[src/rtl/mrsd_pkg.sv]
// Shared types, codes and helpers for the ModRM/SIB operand decoder.
// Used by mrsd_front, mrsd_queue, mrsd_back and the top level.
`default_nettype none

package mrsd_pkg;

	localparam int unsigned MRSD_QUEUE_DEPTH = 2;

	localparam logic [4:0] REG_NONE      = 5'd31;
	localparam logic [4:0] REG_HIGH_BYTE = 5'd16;
	localparam logic [2:0] SEG_DS        = 3'd3;
	localparam logic [2:0] SEG_LAST      = 3'd5;
	localparam logic [2:0] AVAIL_MAX     = 3'd5;

	localparam logic [1:0] MOD_NO_DISP = 2'd0;
	localparam logic [1:0] MOD_DISP8   = 2'd1;
	localparam logic [1:0] MOD_DISP32  = 2'd2;
	localparam logic [1:0] MOD_REG     = 2'd3;

	localparam logic [2:0] RM_SIB       = 3'd4;
	localparam logic [2:0] RM_RIP       = 3'd5;
	localparam logic [2:0] SIB_NO_INDEX = 3'd4;
	localparam logic [2:0] SIB_NO_BASE  = 3'd5;

	localparam logic [2:0] DLEN_NONE = 3'd0;
	localparam logic [2:0] DLEN_8    = 3'd1;
	localparam logic [2:0] DLEN_32   = 3'd4;

	typedef enum logic [1:0] {
		RM_KIND_REG = 2'd0,
		RM_KIND_MEM = 2'd1,
		RM_KIND_RIP = 2'd2
	} rm_kind_t;

	// Classified operand, handed from the front to the back through the queue.
	typedef struct packed {
		logic        sib_fail;
		rm_kind_t    kind;
		logic [4:0]  base;
		logic [4:0]  index;
		logic [3:0]  scale;
		logic [2:0]  oseg;
		logic        sib_used;
		logic [2:0]  disp_len;
		logic [2:0]  avail;
		logic [31:0] window;
		logic [4:0]  reg_field;
	} mrsd_item_t;

	// Register number from a 3-bit field; high-byte registers map to 16..19.
	function automatic logic [4:0] reg_from_field(input logic [2:0] field,
			input logic ext, input logic byte_hi);
		logic [4:0] r;
		if (byte_hi && field[2]) begin
			r = REG_HIGH_BYTE + {3'b000, field[1:0]};
		end else begin
			r = {1'b0, ext, field};
		end
		return r;
	endfunction

endpackage

`default_nettype wire

[src/rtl/mrsd_front.sv]
// Front part: classifies ModRM, REX, SIB and segment into a queue item.
// Depends on mrsd_pkg.
`default_nettype none

module mrsd_front (
	input  wire logic [7:0]          modrm_byte,
	input  wire logic                has_rex,
	input  wire logic                rex_r,
	input  wire logic                rex_x,
	input  wire logic                rex_b,
	input  wire logic                has_segment_override,
	input  wire logic [2:0]          segment_override,
	input  wire logic [3:0]          operand_size,
	input  wire logic [39:0]         following_bytes,
	input  wire logic [2:0]          bytes_available,
	output mrsd_pkg::mrsd_item_t     item
);
	import mrsd_pkg::*;

	logic [1:0] mod_f;
	logic [2:0] reg_f;
	logic [2:0] rm_f;
	logic       byte_hi;
	logic [7:0] sib;

	assign mod_f   = modrm_byte[7:6];
	assign reg_f   = modrm_byte[5:3];
	assign rm_f    = modrm_byte[2:0];
	assign byte_hi = (operand_size == 4'd1) && !has_rex;
	assign sib     = following_bytes[7:0];

	always_comb begin
		item           = '0;
		item.kind      = RM_KIND_REG;
		item.base      = REG_NONE;
		item.index     = REG_NONE;
		item.disp_len  = DLEN_NONE;
		item.avail     = (bytes_available > AVAIL_MAX) ? AVAIL_MAX : bytes_available;
		item.reg_field = reg_from_field(reg_f, rex_r, byte_hi);

		if (mod_f == MOD_REG) begin
			item.base = reg_from_field(rm_f, rex_b, byte_hi);
		end else begin
			item.oseg = (has_segment_override && segment_override <= SEG_LAST) ?
				segment_override : SEG_DS;
			if (mod_f == MOD_NO_DISP && rm_f == RM_RIP) begin
				item.kind     = RM_KIND_RIP;
				item.disp_len = DLEN_32;
			end else begin
				item.kind = RM_KIND_MEM;
				if (rm_f == RM_SIB) begin
					if (item.avail == 3'd0) begin
						item.sib_fail = 1'b1;
					end else begin
						item.sib_used = 1'b1;
						item.scale    = 4'b0001 << sib[7:6];
						item.index    = (sib[5:3] == SIB_NO_INDEX && !rex_x) ?
							REG_NONE : {1'b0, rex_x, sib[5:3]};
						if (sib[2:0] == SIB_NO_BASE && mod_f == MOD_NO_DISP) begin
							item.disp_len = DLEN_32;
						end else begin
							item.base = {1'b0, rex_b, sib[2:0]};
						end
					end
				end else begin
					item.base = {1'b0, rex_b, rm_f};
				end
				if (mod_f == MOD_DISP8) begin
					item.disp_len = DLEN_8;
				end else if (mod_f == MOD_DISP32) begin
					item.disp_len = DLEN_32;
				end
			end
		end

		// Displacement starts right after the SIB byte when there is one.
		item.window = item.sib_used ? following_bytes[39:8] : following_bytes[31:0];
	end

endmodule

`default_nettype wire

[src/rtl/mrsd_queue.sv]
// Short FIFO of classified items between the front and the back.
// Depends on mrsd_pkg.
`default_nettype none

module mrsd_queue #(
	parameter int unsigned DEPTH = mrsd_pkg::MRSD_QUEUE_DEPTH
) (
	input  wire logic                clk,
	input  wire logic                arst_n,
	input  wire logic                push_valid,
	output logic                     push_stall,
	input  wire mrsd_pkg::mrsd_item_t push_item,
	output logic                     pop_valid,
	input  wire logic                pop_take,
	output mrsd_pkg::mrsd_item_t     pop_item
);
	import mrsd_pkg::*;

	localparam int unsigned PTR_W = (DEPTH > 1) ? $clog2(DEPTH) : 1;
	localparam int unsigned CNT_W = $clog2(DEPTH + 1);
	localparam logic [PTR_W-1:0] PTR_LAST = PTR_W'(DEPTH - 1);
	localparam logic [CNT_W-1:0] CNT_FULL = CNT_W'(DEPTH);

	mrsd_item_t       entry_q [DEPTH];
	logic [PTR_W-1:0] wr_ptr_q;
	logic [PTR_W-1:0] rd_ptr_q;
	logic [CNT_W-1:0] count_q;
	logic             push;
	logic             pop;

	assign push_stall = (count_q == CNT_FULL);
	assign pop_valid  = (count_q != '0);
	assign pop_item   = entry_q[rd_ptr_q];
	assign push       = push_valid && !push_stall;
	assign pop        = pop_valid && pop_take;

	always_ff @(posedge clk or negedge arst_n) begin
		if (!arst_n) begin
			wr_ptr_q <= '0;
			rd_ptr_q <= '0;
			count_q  <= '0;
		end else begin
			if (push) begin
				wr_ptr_q <= (wr_ptr_q == PTR_LAST) ? '0 : wr_ptr_q + 1'b1;
			end
			if (pop) begin
				rd_ptr_q <= (rd_ptr_q == PTR_LAST) ? '0 : rd_ptr_q + 1'b1;
			end
			if (push && !pop) begin
				count_q <= count_q + 1'b1;
			end else if (pop && !push) begin
				count_q <= count_q - 1'b1;
			end
		end
	end

	always_ff @(posedge clk) begin
		if (push) begin
			entry_q[wr_ptr_q] <= push_item;
		end
	end

	a_count_bound: assert property (@(posedge clk) disable iff (!arst_n)
		count_q <= CNT_FULL)
		else $error("queue count exceeds depth");

	a_count_up: assert property (@(posedge clk) disable iff (!arst_n)
		(push && !pop) |=> (count_q == $past(count_q) + CNT_W'(1)))
		else $error("queue count did not advance on push");

endmodule

`default_nettype wire

[src/rtl/mrsd_back.sv]
// Back part: reads the displacement, checks byte count, registers the result.
// Depends on mrsd_pkg.
`default_nettype none

module mrsd_back (
	input  wire logic                clk,
	input  wire logic                arst_n,
	input  wire logic                item_valid,
	output logic                     item_take,
	input  wire mrsd_pkg::mrsd_item_t item,
	output logic                     out_valid,
	input  wire logic                out_stall,
	output logic                     status,
	output logic [1:0]               rm_kind,
	output logic [4:0]               base_register,
	output logic [4:0]               index_register,
	output logic [3:0]               scale_factor,
	output logic signed [31:0]       displacement,
	output logic [2:0]               operand_segment,
	output logic [2:0]               bytes_used,
	output logic [4:0]               reg_field_register
);
	import mrsd_pkg::*;

	logic        out_valid_q;
	logic        status_q;
	rm_kind_t    kind_q;
	logic [4:0]  base_q;
	logic [4:0]  index_q;
	logic [3:0]  scale_q;
	logic [31:0] disp_q;
	logic [2:0]  oseg_q;
	logic [2:0]  used_q;
	logic [4:0]  reg_q;

	logic [3:0]  need;
	logic        fail;
	logic [31:0] disp;

	assign item_take = item_valid && (!out_valid_q || !out_stall);

	always_comb begin
		need = {3'b000, item.sib_used} + {1'b0, item.disp_len};
		fail = item.sib_fail ||
			((item.disp_len != DLEN_NONE) && (need > {1'b0, item.avail}));
		case (item.disp_len)
			DLEN_8:  disp = {{24{item.window[7]}}, item.window[7:0]};
			DLEN_32: disp = item.window;
			default: disp = '0;
		endcase
	end

	always_ff @(posedge clk or negedge arst_n) begin
		if (!arst_n) begin
			out_valid_q <= 1'b0;
		end else if (item_take) begin
			out_valid_q <= 1'b1;
		end else if (!out_stall) begin
			out_valid_q <= 1'b0;
		end
	end

	always_ff @(posedge clk) begin
		if (item_take) begin
			reg_q <= item.reg_field;
			if (fail) begin
				status_q <= 1'b1;
				kind_q   <= RM_KIND_REG;
				base_q   <= REG_NONE;
				index_q  <= REG_NONE;
				scale_q  <= '0;
				disp_q   <= '0;
				oseg_q   <= '0;
				used_q   <= '0;
			end else begin
				status_q <= 1'b0;
				kind_q   <= item.kind;
				base_q   <= item.base;
				index_q  <= item.index;
				scale_q  <= item.scale;
				disp_q   <= disp;
				oseg_q   <= item.oseg;
				used_q   <= need[2:0];
			end
		end
	end

	assign out_valid          = out_valid_q;
	assign status             = status_q;
	assign rm_kind            = kind_q;
	assign base_register      = base_q;
	assign index_register     = index_q;
	assign scale_factor       = scale_q;
	assign displacement       = disp_q;
	assign operand_segment    = oseg_q;
	assign bytes_used         = used_q;
	assign reg_field_register = reg_q;

	a_fail_clears: assert property (@(posedge clk) disable iff (!arst_n)
		(out_valid_q && status_q) |-> (kind_q == RM_KIND_REG && used_q == 3'd0 &&
			base_q == REG_NONE && disp_q == 32'd0))
		else $error("out-of-bytes result not cleared");

	a_reg_no_bytes: assert property (@(posedge clk) disable iff (!arst_n)
		(out_valid_q && kind_q == RM_KIND_REG) |-> (used_q == 3'd0 && scale_q == 4'd0))
		else $error("register operand consumed bytes");

	a_rip_disp32: assert property (@(posedge clk) disable iff (!arst_n)
		(out_valid_q && kind_q == RM_KIND_RIP) |-> (used_q == 3'd4 && !status_q))
		else $error("RIP-relative operand without disp32");

endmodule

`default_nettype wire

[src/rtl/x86_modrm_sib_operand_decode.sv]
// Top level of the ModRM/SIB operand decoder: front, queue and back.
// Depends on mrsd_pkg, mrsd_front, mrsd_queue and mrsd_back.
`default_nettype none

// Decodes one ModRM operand descriptor per clock while neither stall holds
// the flow. An input beat is classified combinationally and written into a
// small queue (QUEUE_DEPTH entries) when it is accepted; the back then reads
// the head item's displacement window into the output register, which drives
// the outputs. Results follow back to back at one per cycle while out_stall
// is low. in_stall rises only when the queue is full, so input beats keep
// flowing while one result waits on out_stall. There is no configuration and
// no state beyond the queue and the output register.
module x86_modrm_sib_operand_decode #(
	parameter int unsigned QUEUE_DEPTH = mrsd_pkg::MRSD_QUEUE_DEPTH
) (
	input  wire logic         clk,
	input  wire logic         arst_n,
	input  wire logic         in_valid,
	output logic              in_stall,
	input  wire logic [7:0]   modrm_byte,
	input  wire logic         has_rex,
	input  wire logic         rex_r,
	input  wire logic         rex_x,
	input  wire logic         rex_b,
	input  wire logic         has_segment_override,
	input  wire logic [2:0]   segment_override,
	input  wire logic [3:0]   operand_size,
	input  wire logic [39:0]  following_bytes,
	input  wire logic [2:0]   bytes_available,
	output logic              out_valid,
	input  wire logic         out_stall,
	output logic              status,
	output logic [1:0]        rm_kind,
	output logic [4:0]        base_register,
	output logic [4:0]        index_register,
	output logic [3:0]        scale_factor,
	output logic signed [31:0] displacement,
	output logic [2:0]        operand_segment,
	output logic [2:0]        bytes_used,
	output logic [4:0]        reg_field_register
);
	import mrsd_pkg::*;

	mrsd_item_t front_item;
	mrsd_item_t queue_item;
	logic       queue_valid;
	logic       queue_take;

	mrsd_front u_front (
		.modrm_byte           (modrm_byte),
		.has_rex              (has_rex),
		.rex_r                (rex_r),
		.rex_x                (rex_x),
		.rex_b                (rex_b),
		.has_segment_override (has_segment_override),
		.segment_override     (segment_override),
		.operand_size         (operand_size),
		.following_bytes      (following_bytes),
		.bytes_available      (bytes_available),
		.item                 (front_item)
	);

	mrsd_queue #(
		.DEPTH (QUEUE_DEPTH)
	) u_queue (
		.clk        (clk),
		.arst_n     (arst_n),
		.push_valid (in_valid),
		.push_stall (in_stall),
		.push_item  (front_item),
		.pop_valid  (queue_valid),
		.pop_take   (queue_take),
		.pop_item   (queue_item)
	);

	mrsd_back u_back (
		.clk                (clk),
		.arst_n             (arst_n),
		.item_valid         (queue_valid),
		.item_take          (queue_take),
		.item               (queue_item),
		.out_valid          (out_valid),
		.out_stall          (out_stall),
		.status             (status),
		.rm_kind            (rm_kind),
		.base_register      (base_register),
		.index_register     (index_register),
		.scale_factor       (scale_factor),
		.displacement       (displacement),
		.operand_segment    (operand_segment),
		.bytes_used         (bytes_used),
		.reg_field_register (reg_field_register)
	);

endmodule

`default_nettype wire
[config.mk]
export PLATFORM = sky130hd
export DESIGN_NAME = x86_modrm_sib_operand_decode
export DESIGN_NICKNAME = d
export VERILOG_FILES = /design/src/rtl/mrsd_pkg.sv /design/src/rtl/mrsd_front.sv /design/src/rtl/mrsd_queue.sv /design/src/rtl/mrsd_back.sv /design/src/rtl/x86_modrm_sib_operand_decode.sv
export SDC_FILE = /design/constraint.sdc
export NUM_CORES = 1
export LEC_CHECK = 0
export BUFFER_PORTS_ARGS = -buffer_cell sky130_fd_sc_hd__buf_4
export CAP_MARGIN = 15
export CORE_ASPECT_RATIO = 1.4
export CORE_MARGIN = 5
export CORE_UTILIZATION = 35
export CTS_CLUSTER_SIZE = 12
export DETAILED_ROUTE_END_ITERATION = 6
export PLACE_DENSITY_LB_ADDON = 0.12
export SYNTH_ARGS = -nofsm -noshare
export SYNTH_HDL_FRONTEND = slang
export SYNTH_SLANG_ARGS = --single-unit
[constraint.sdc]
create_clock -name clk -period 5.3 [get_ports clk]
set_clock_uncertainty 0.15 [all_clocks]
set_input_delay 0.265 -clock clk [delete_from_list [all_inputs] [get_ports clk]]
set_output_delay 0.265 -clock clk [all_outputs]
set_load 0.01 [all_outputs]
# Yosys cells after proc, flatten, opt, wreduce, memory -nomap -nowiden
# Memories as Yosys holds them, arrays and structs flattened.
# Cells that the tools add are included.
# word_totals
register_bits	65
latch_bits	0
ramBits	128
rom_bits	0
in_bits	67
output_inout_bits	62
elab_cells	99
mem_count	1
# memory_table
name	words	width	rd	rd_ports_with_merged_regs	wr	line	rtl
u_queue.entry_q	2	64	1	0	1	mrsd_queue.sv:24	mrsd_item_t entry_q [DEPTH];
# classes
addsub	7
n_mul	0
div_mod_pow	0
magnitude_cmp	3
eq_ne	12
shifts	1
mux	35
n_bitwise	0
reduce_logical	27
# op_table
operator	count
$pmux W32 S2	1
$mux W32	1
$mux W5	6
$mux W14	2
$mux W3	7
$mux W16	1
$eq A3 B3 Y1 const B	5
$logic_and A1 B1 Y1	13
$mux W1	11
$add A5 B2 Y5 const A	2
$mux W9	1
$mux W4	2
$logic_not A1 Y1	7
$eq A2 B2 Y1 const B	3
$mux W2	3
$add A1 B3 Y4	1
$eq A4 B1 Y1 const B	1
$gt A4 B3 Y1	1
$reduce_bool A2 Y1	2
$shl A1 B2 Y4 const A	1
$eq A3 B1 Y1 const B	1
$gt A3 B3 Y1 const B	1
$le A3 B3 Y1 const B	1
$logic_not A3 Y1	1
8 further kinds	10

# Logic depth before layout (Yosys ltp)
# depth
ltp_word	10
depth_mapped	14
mapped_depth_nobuf	10

# Modules after synthesis
# A second synthesis with hierarchy kept.
# unflattened
cells_unflattened	526
area_unflattened_um2	8685.8
# by_module_without_submodules
mod	n_inst	cells_each	area_per_inst_um2	seq_area_each_um2
mrsd_queue	1	218	5024.8	3943.8
mrsd_back	1	206	2803.9	1826.8
mrsd_front	1	102	857.1	0.0

# Least setup slack after synthesis
# OpenSTA, ideal clock, no wires.
# synth_path
path_type	register -> register
start	register u_queue.count_q[0]
end	memory u_queue.entry_q[0][0] in the netlist's numbering (enable)
setup_ps	484
t_arrival_ps	3279
required_ps	4666
slack_ps	1387
stages_incl_launch_ff	4
path_buffers	0
synth_period_minus_slack_ps	3913
path_cell_list	dfrtp_1 nand2b_1 nand2_1 nor2_1
# synth_between
elab_chain_len	5
# synth_lines
item	line	rtl
start, declared	mrsd_queue.sv:27	logic [CNT_W-1:0] count_q;
start signal, assigned	mrsd_queue.sv:50	count_q <= count_q + 1'b1;
start signal, assigned	mrsd_queue.sv:52	count_q <= count_q - 1'b1;
$eq A2 B2 Y1	mrsd_queue.sv:31	assign push_stall = (count_q == CNT_FULL);
$logic_not A1 Y1	mrsd_queue.sv:34	assign push = push_valid && !push_stall;
$logic_and A1 B1 Y1	mrsd_queue.sv:34	
$mux W1	mrsd_queue.sv:58	if (push) begin
$mux W1 (not written as such)	mrsd_queue.sv:59	entry_q[wr_ptr_q] <= push_item;
end, declared	mrsd_queue.sv:24	
# Every way passes these cells.

# Worst setup path in the final report
# layout_path
start	register u_queue.rd_ptr_q
end	register u_back.scale_q[0], in the netlist u_back.scale_factor[0] (data pin)
# layout_between
elab_chain_len	5
elab_cells_between_ends	6
classes_between	add/sub (1); order compare (1); reduce/logical (3); memory (1)
# layout_lines
item	line	rtl
start, declared	mrsd_queue.sv:26	logic [PTR_W-1:0] rd_ptr_q;
start signal, assigned	mrsd_queue.sv:47	rd_ptr_q <= (rd_ptr_q == PTR_LAST) ? '0 : rd_ptr_q + 1'b1;
$mem_v2 Z2 W64	-	
$add A1 B3 Y4	mrsd_back.sv:43	need = {3'b000, item.sib_used} + {1'b0, item.disp_len};
net u_back.need[0]	mrsd_back.sv:36	logic [3:0] need;
$gt A4 B3 Y1	mrsd_back.sv:45	((item.disp_len != DLEN_NONE) && (need > {1'b0, item.avail}));
$logic_and A1 B1 Y1	mrsd_back.sv:45	
$logic_or A1 B1 Y1	mrsd_back.sv:44	fail = item.sib_fail ||
end signal, assigned	mrsd_back.sv:80	scale_q <= item.scale;
end, declared	mrsd_back.sv:30	logic [3:0] scale_q;
# The timed path passes the listed nets, and every way through them passes these cells.
# A chain may end at the register's enable or synchronous reset.

==> summary.md <==
The run finished with clean final reports. The run gives 30.6% as the portion of total power attributed to combinational logic. Setup violations remaining at the end of the flow were counted as 0. Global routing finished with a remaining overflow of 0. The number of setup buffers added after CTS is 0. The count of nets after finishing came out at 707. The critical path is of the flop to flop type.

The floorplan step set the die height to 188 um. Internal power comes to 0.00368 W. Data on the critical path arrives at its endpoint at 3.44 ns. Cell type group with the largest total delay on the critical path: flip-flops.

Once the floorplan was initialized, standard cells occupied 35.3% of the core. The floorplan step defined a die boundary enclosing 25700 um2. The worst-case vdd ir drop was 0.270 mV. The width of the die works out to 137 um. The worst setup path is launched from a flop. The run gives 19 as the hold-fix buffer count after cts. The total I/O pin count is 129. Synthesis inferred 191 register bits. Share of cells above drive strength 1: 36.4%.

Leaving out filler cells and counting taps, the final layout contains 946. The most common cell after layout, fill and taps aside is edfxtp_1. By area the synthesized netlist is led by edfxtp_1, mux2_2, mux2i_1, mux2_4, nand2_1. At the pin with the least slew margin, the transition time is 1.04 ns. The layout overhead on the synthesized area came out at 26.0%.

The met3 track demand over resource in global routing is 3.38%, and the net count of the mapped netlist is 558. In this run the number of cells on the critical path is 9. The maximum number of pins on one net before global-route repair was 47; the number of different library cells in the post-synthesis netlist was 45.

The number of antenna violations at the first check in global routing is 0. Using the TritonRoute via totals, the vias-per-cell ratio works out to 4.63. After floorplanning, the core was divided into 65 placement rows. For the worst setup path, the data required time is 5.30 ns.

In this run the most used layer during global routing was met2. The remaining antenna violation count was 0. For this run, design rule violations remaining after detail routing come to 0. The switching power summed over all nets was 0.00167 W; the number of flops mapped to enable cells by yosys was 186. The number of gates resized after CTS was 0. Registers are responsible for 45.7% of the overall power. For this design the static power due to leakage is 3.75 nW.

Setup repair after global routing left no endpoint under its margin. The sort of element at the end of the critical path is a flop. The global-route track usage on met2 was 24.2%; the proportion of total power due to net switching was 31.2%.

In this run the power density over the cells is 538 nW/um2. The top cell types in the final layout, fill and taps aside, are edfxtp_1, buf_4, mux2_2. OpenSTA, run right after detailed placement, puts the worst setup slack at 1.86 ns.

The cell count after synthesis came out at 483. The H-tree generated during clock tree synthesis spans 4 levels. The run gives 27000 um as the global-route wire length before repair. The run gives 0 as the antenna cell count. The total core area was 22400 um2; the area share of the largest cell type after synthesis was 70.7%. Terminus of the critical flop-to-flop path: u_back.scale_factor[0]. The most used flip-flop cell after synthesis was edfxtp_1. The total detailed-routing wirelength was 17500 um; the placer congestion estimate was 0.781.

The tools report the fraction of power consumed by the clock network as 23.7%. Max-cap violations in this run came to 0. Total count of hold-check failures in the final report: 0. The clock passes through at most 2 buffers.

The share of async-settable or async-resettable flops after synthesis is 2.62%. Walking the worst path, the cells encountered are mux2i_1 > inv_1 > ha_1 > inv_1 > ha_1 > a311o_1 > o21a_1 > inv_1 > nor2_1. In this run the register-to-register setup slack is 1.86 ns.

The count of buffer and inverter cells on the critical path works out to 3. After clock tree synthesis, the clock-pin slew on the worst setup and hold paths is 0.07 ns. The most used cell along the critical path was inv_1. After legalization and detailed placement, the total HPWL measured 11900 um. The CTS buffer count came out at 17. The largest stage delay on the critical path was 0.74 ns; the worst hold path stage count was 2.

The largest total area in the synthesized netlist belongs to edfxtp_1. The mean instance size in the synthesized netlist was 16.3 um2; the vias after detailed routing was 4376. In the global route stage, overall resource usage came out at 13.9%. The Yosys step of the flow raised 0 warnings. Of all nets on the critical path, the largest fanout is 31. Headroom to the max-slew limit came out at 30.9%. The logs give 1.86 ns for the post-layout worst setup margin and 7900 um2 for the post-synth design cell area. The slowest stage of the critical path belongs to the cell dfrtp_4. TritonCTS built the clock tree. The detailed-route wire length per cell came out at 18.5 um. The first routing iteration left 200 violations. At the later pin of the worst-skew pair, clock insertion delay measures 0.42 ns. The tools report the worst setup path startpoint as u_queue.rd_ptr_q. The tools report the destination of the critical timing path as u_back.scale_factor[0].

The post-route minimum period was 3.44 ns. The run gives 17.1% as the global-route track usage on met1. For this run, the top clock speed supported by timing is 291 MHz. For the total iterations of the first detailed-routing run, the log shows 4. The worst register-to-register path begins at u_queue.rd_ptr_q. The number of max-slew violations in the final report was 0. Instance count after placement with tap cells included: 894. Of the available clock period, the critical path in the final layout requires 64.9%. During placement, the flow inserted port buffers numbering 128. Sequential cells were found to cover 72.3% of the synthesized design area. The aggregate negative setup slack came out at 0 ns. Clock tree synthesis found a total of 191 sinks. The number of global-route vias before repair is 4788. The classification of the worst-slack hold path was input port to flop.

The count of cells along the worst register-to-register path works out to 9. The CTS root buffer is clkbuf_16.
## synth_stat cells (2+ instances only)
master	instances
o211ai_1	2
buf_4	2
nor3_1	11
nand2_1	45
edfxtp_1	186
inv_1	11
clkbuf_1	8
a21oi_1	26
a21o_1	3
nand2b_1	4
mux2_2	47
mux2_4	17
and3_1	3
dfrtp_1	5
nor3b_1	3
o21ai_0	3
ha_1	8
xor2_1	2
mux2i_1	31
and2_1	2
nor2b_1	6
or3_1	4
xnor2_1	3
nor2_1	22
buf_2	9
## power by group through the flow
stage                     combinational, W  clock [W]  sequential, W
after floorplan                   0.000898          0        0.00252
after global placement             0.00162          0        0.00248
after detailed placement           0.00167          0        0.00249
after CTS                          0.00169    0.00130        0.00246
after global routing               0.00180    0.00137        0.00250
final                              0.00164    0.00127        0.00245
## worst min-delay path by stage
stage,startpoint,to,slack [ns]
final,following_bytes[20],u_queue.entry_q[0][25],0.02
after global routing,following_bytes[21],u_queue.entry_q[0][18],0.005
after detailed placement,arst_n,u_queue.wr_ptr_q,-0.07
after global placement,arst_n,u_back.out_valid,-0.07
after CTS,following_bytes[21],u_queue.entry_q[0][18],0.002
after floorplan,arst_n,u_back.out_valid,-0.18
## layout make-up
type	count	area, um2
Inverter	11	41.3
Multi-Input combinational cell	258	2010
Tap cell	301	377
Fill cell	2033	12400
Clock buffer	23	478
Timing Repair Buffer	153	1220
Clock inverter	9	109
Sequential cell	191	5710
## cells by family after synthesis
group | synth area share, %
buffers and inverters | 2.30
adder cells (fa/ha/maj) | 1.27
multiplexers | 13.9
flip-flops | 72.3
XOR/XNOR | 0.555
AO/OA/AOI/OAI | 3.12
AND/OR/NAND/NOR | 6.56
## stage by stage
step | instance area, um2 | hold WS (ns) | util (%) | total power [W]
4_1_cts | 9920 | 0.00179 | 44.4 | 0.00544
2_1_floorplan | 7900 | -0.181 | - | 0.00342
5_1_grt | 9950 | 0.00549 | 44.5 | 0.00567
3_3_place_gp | 9140 | -0.0716 | 40.9 | 0.00411
3_5_place_dp | 9140 | -0.0721 | 40.9 | 0.00415
6_report | 9950 | 0.0212 | 44.5 | 0.00536
## state kept, by name, summed over array words and instances (netlist names)
name and cells:
u_queue.entry_q 126, u_back.displacement 32, u_back.base_register 5, u_back.index_register 5
u_back.reg_field_register 5, u_back.scale_factor 4, u_back.bytes_used 3, u_back.operand_segment 3
u_back.rm_kind 2, u_queue.count_q 2, u_back.out_valid 1, u_back.status 1
u_queue.rd_ptr_q 1, u_queue.wr_ptr_q 1
## layer usage
metal  routed length (um)  vias to the layer above
met5                    0                        -
met4                  172                        0
met3                  846                       11
met2                 9130                      101
met1                 7340                     2157
li1                     -                     2107
## worst register-to-register path, cell delays in order (launching register included)
cell,delay [ns]
dfrtp_4,0.74
mux2i_1,0.37
inv_1,0.11
ha_1,0.29
inv_1,0.05
ha_1,0.29
a311o_1,0.30
o21a_1,0.34
inv_1,0.42
nor2_1,0.12
(Power assumes the default switching activity.)
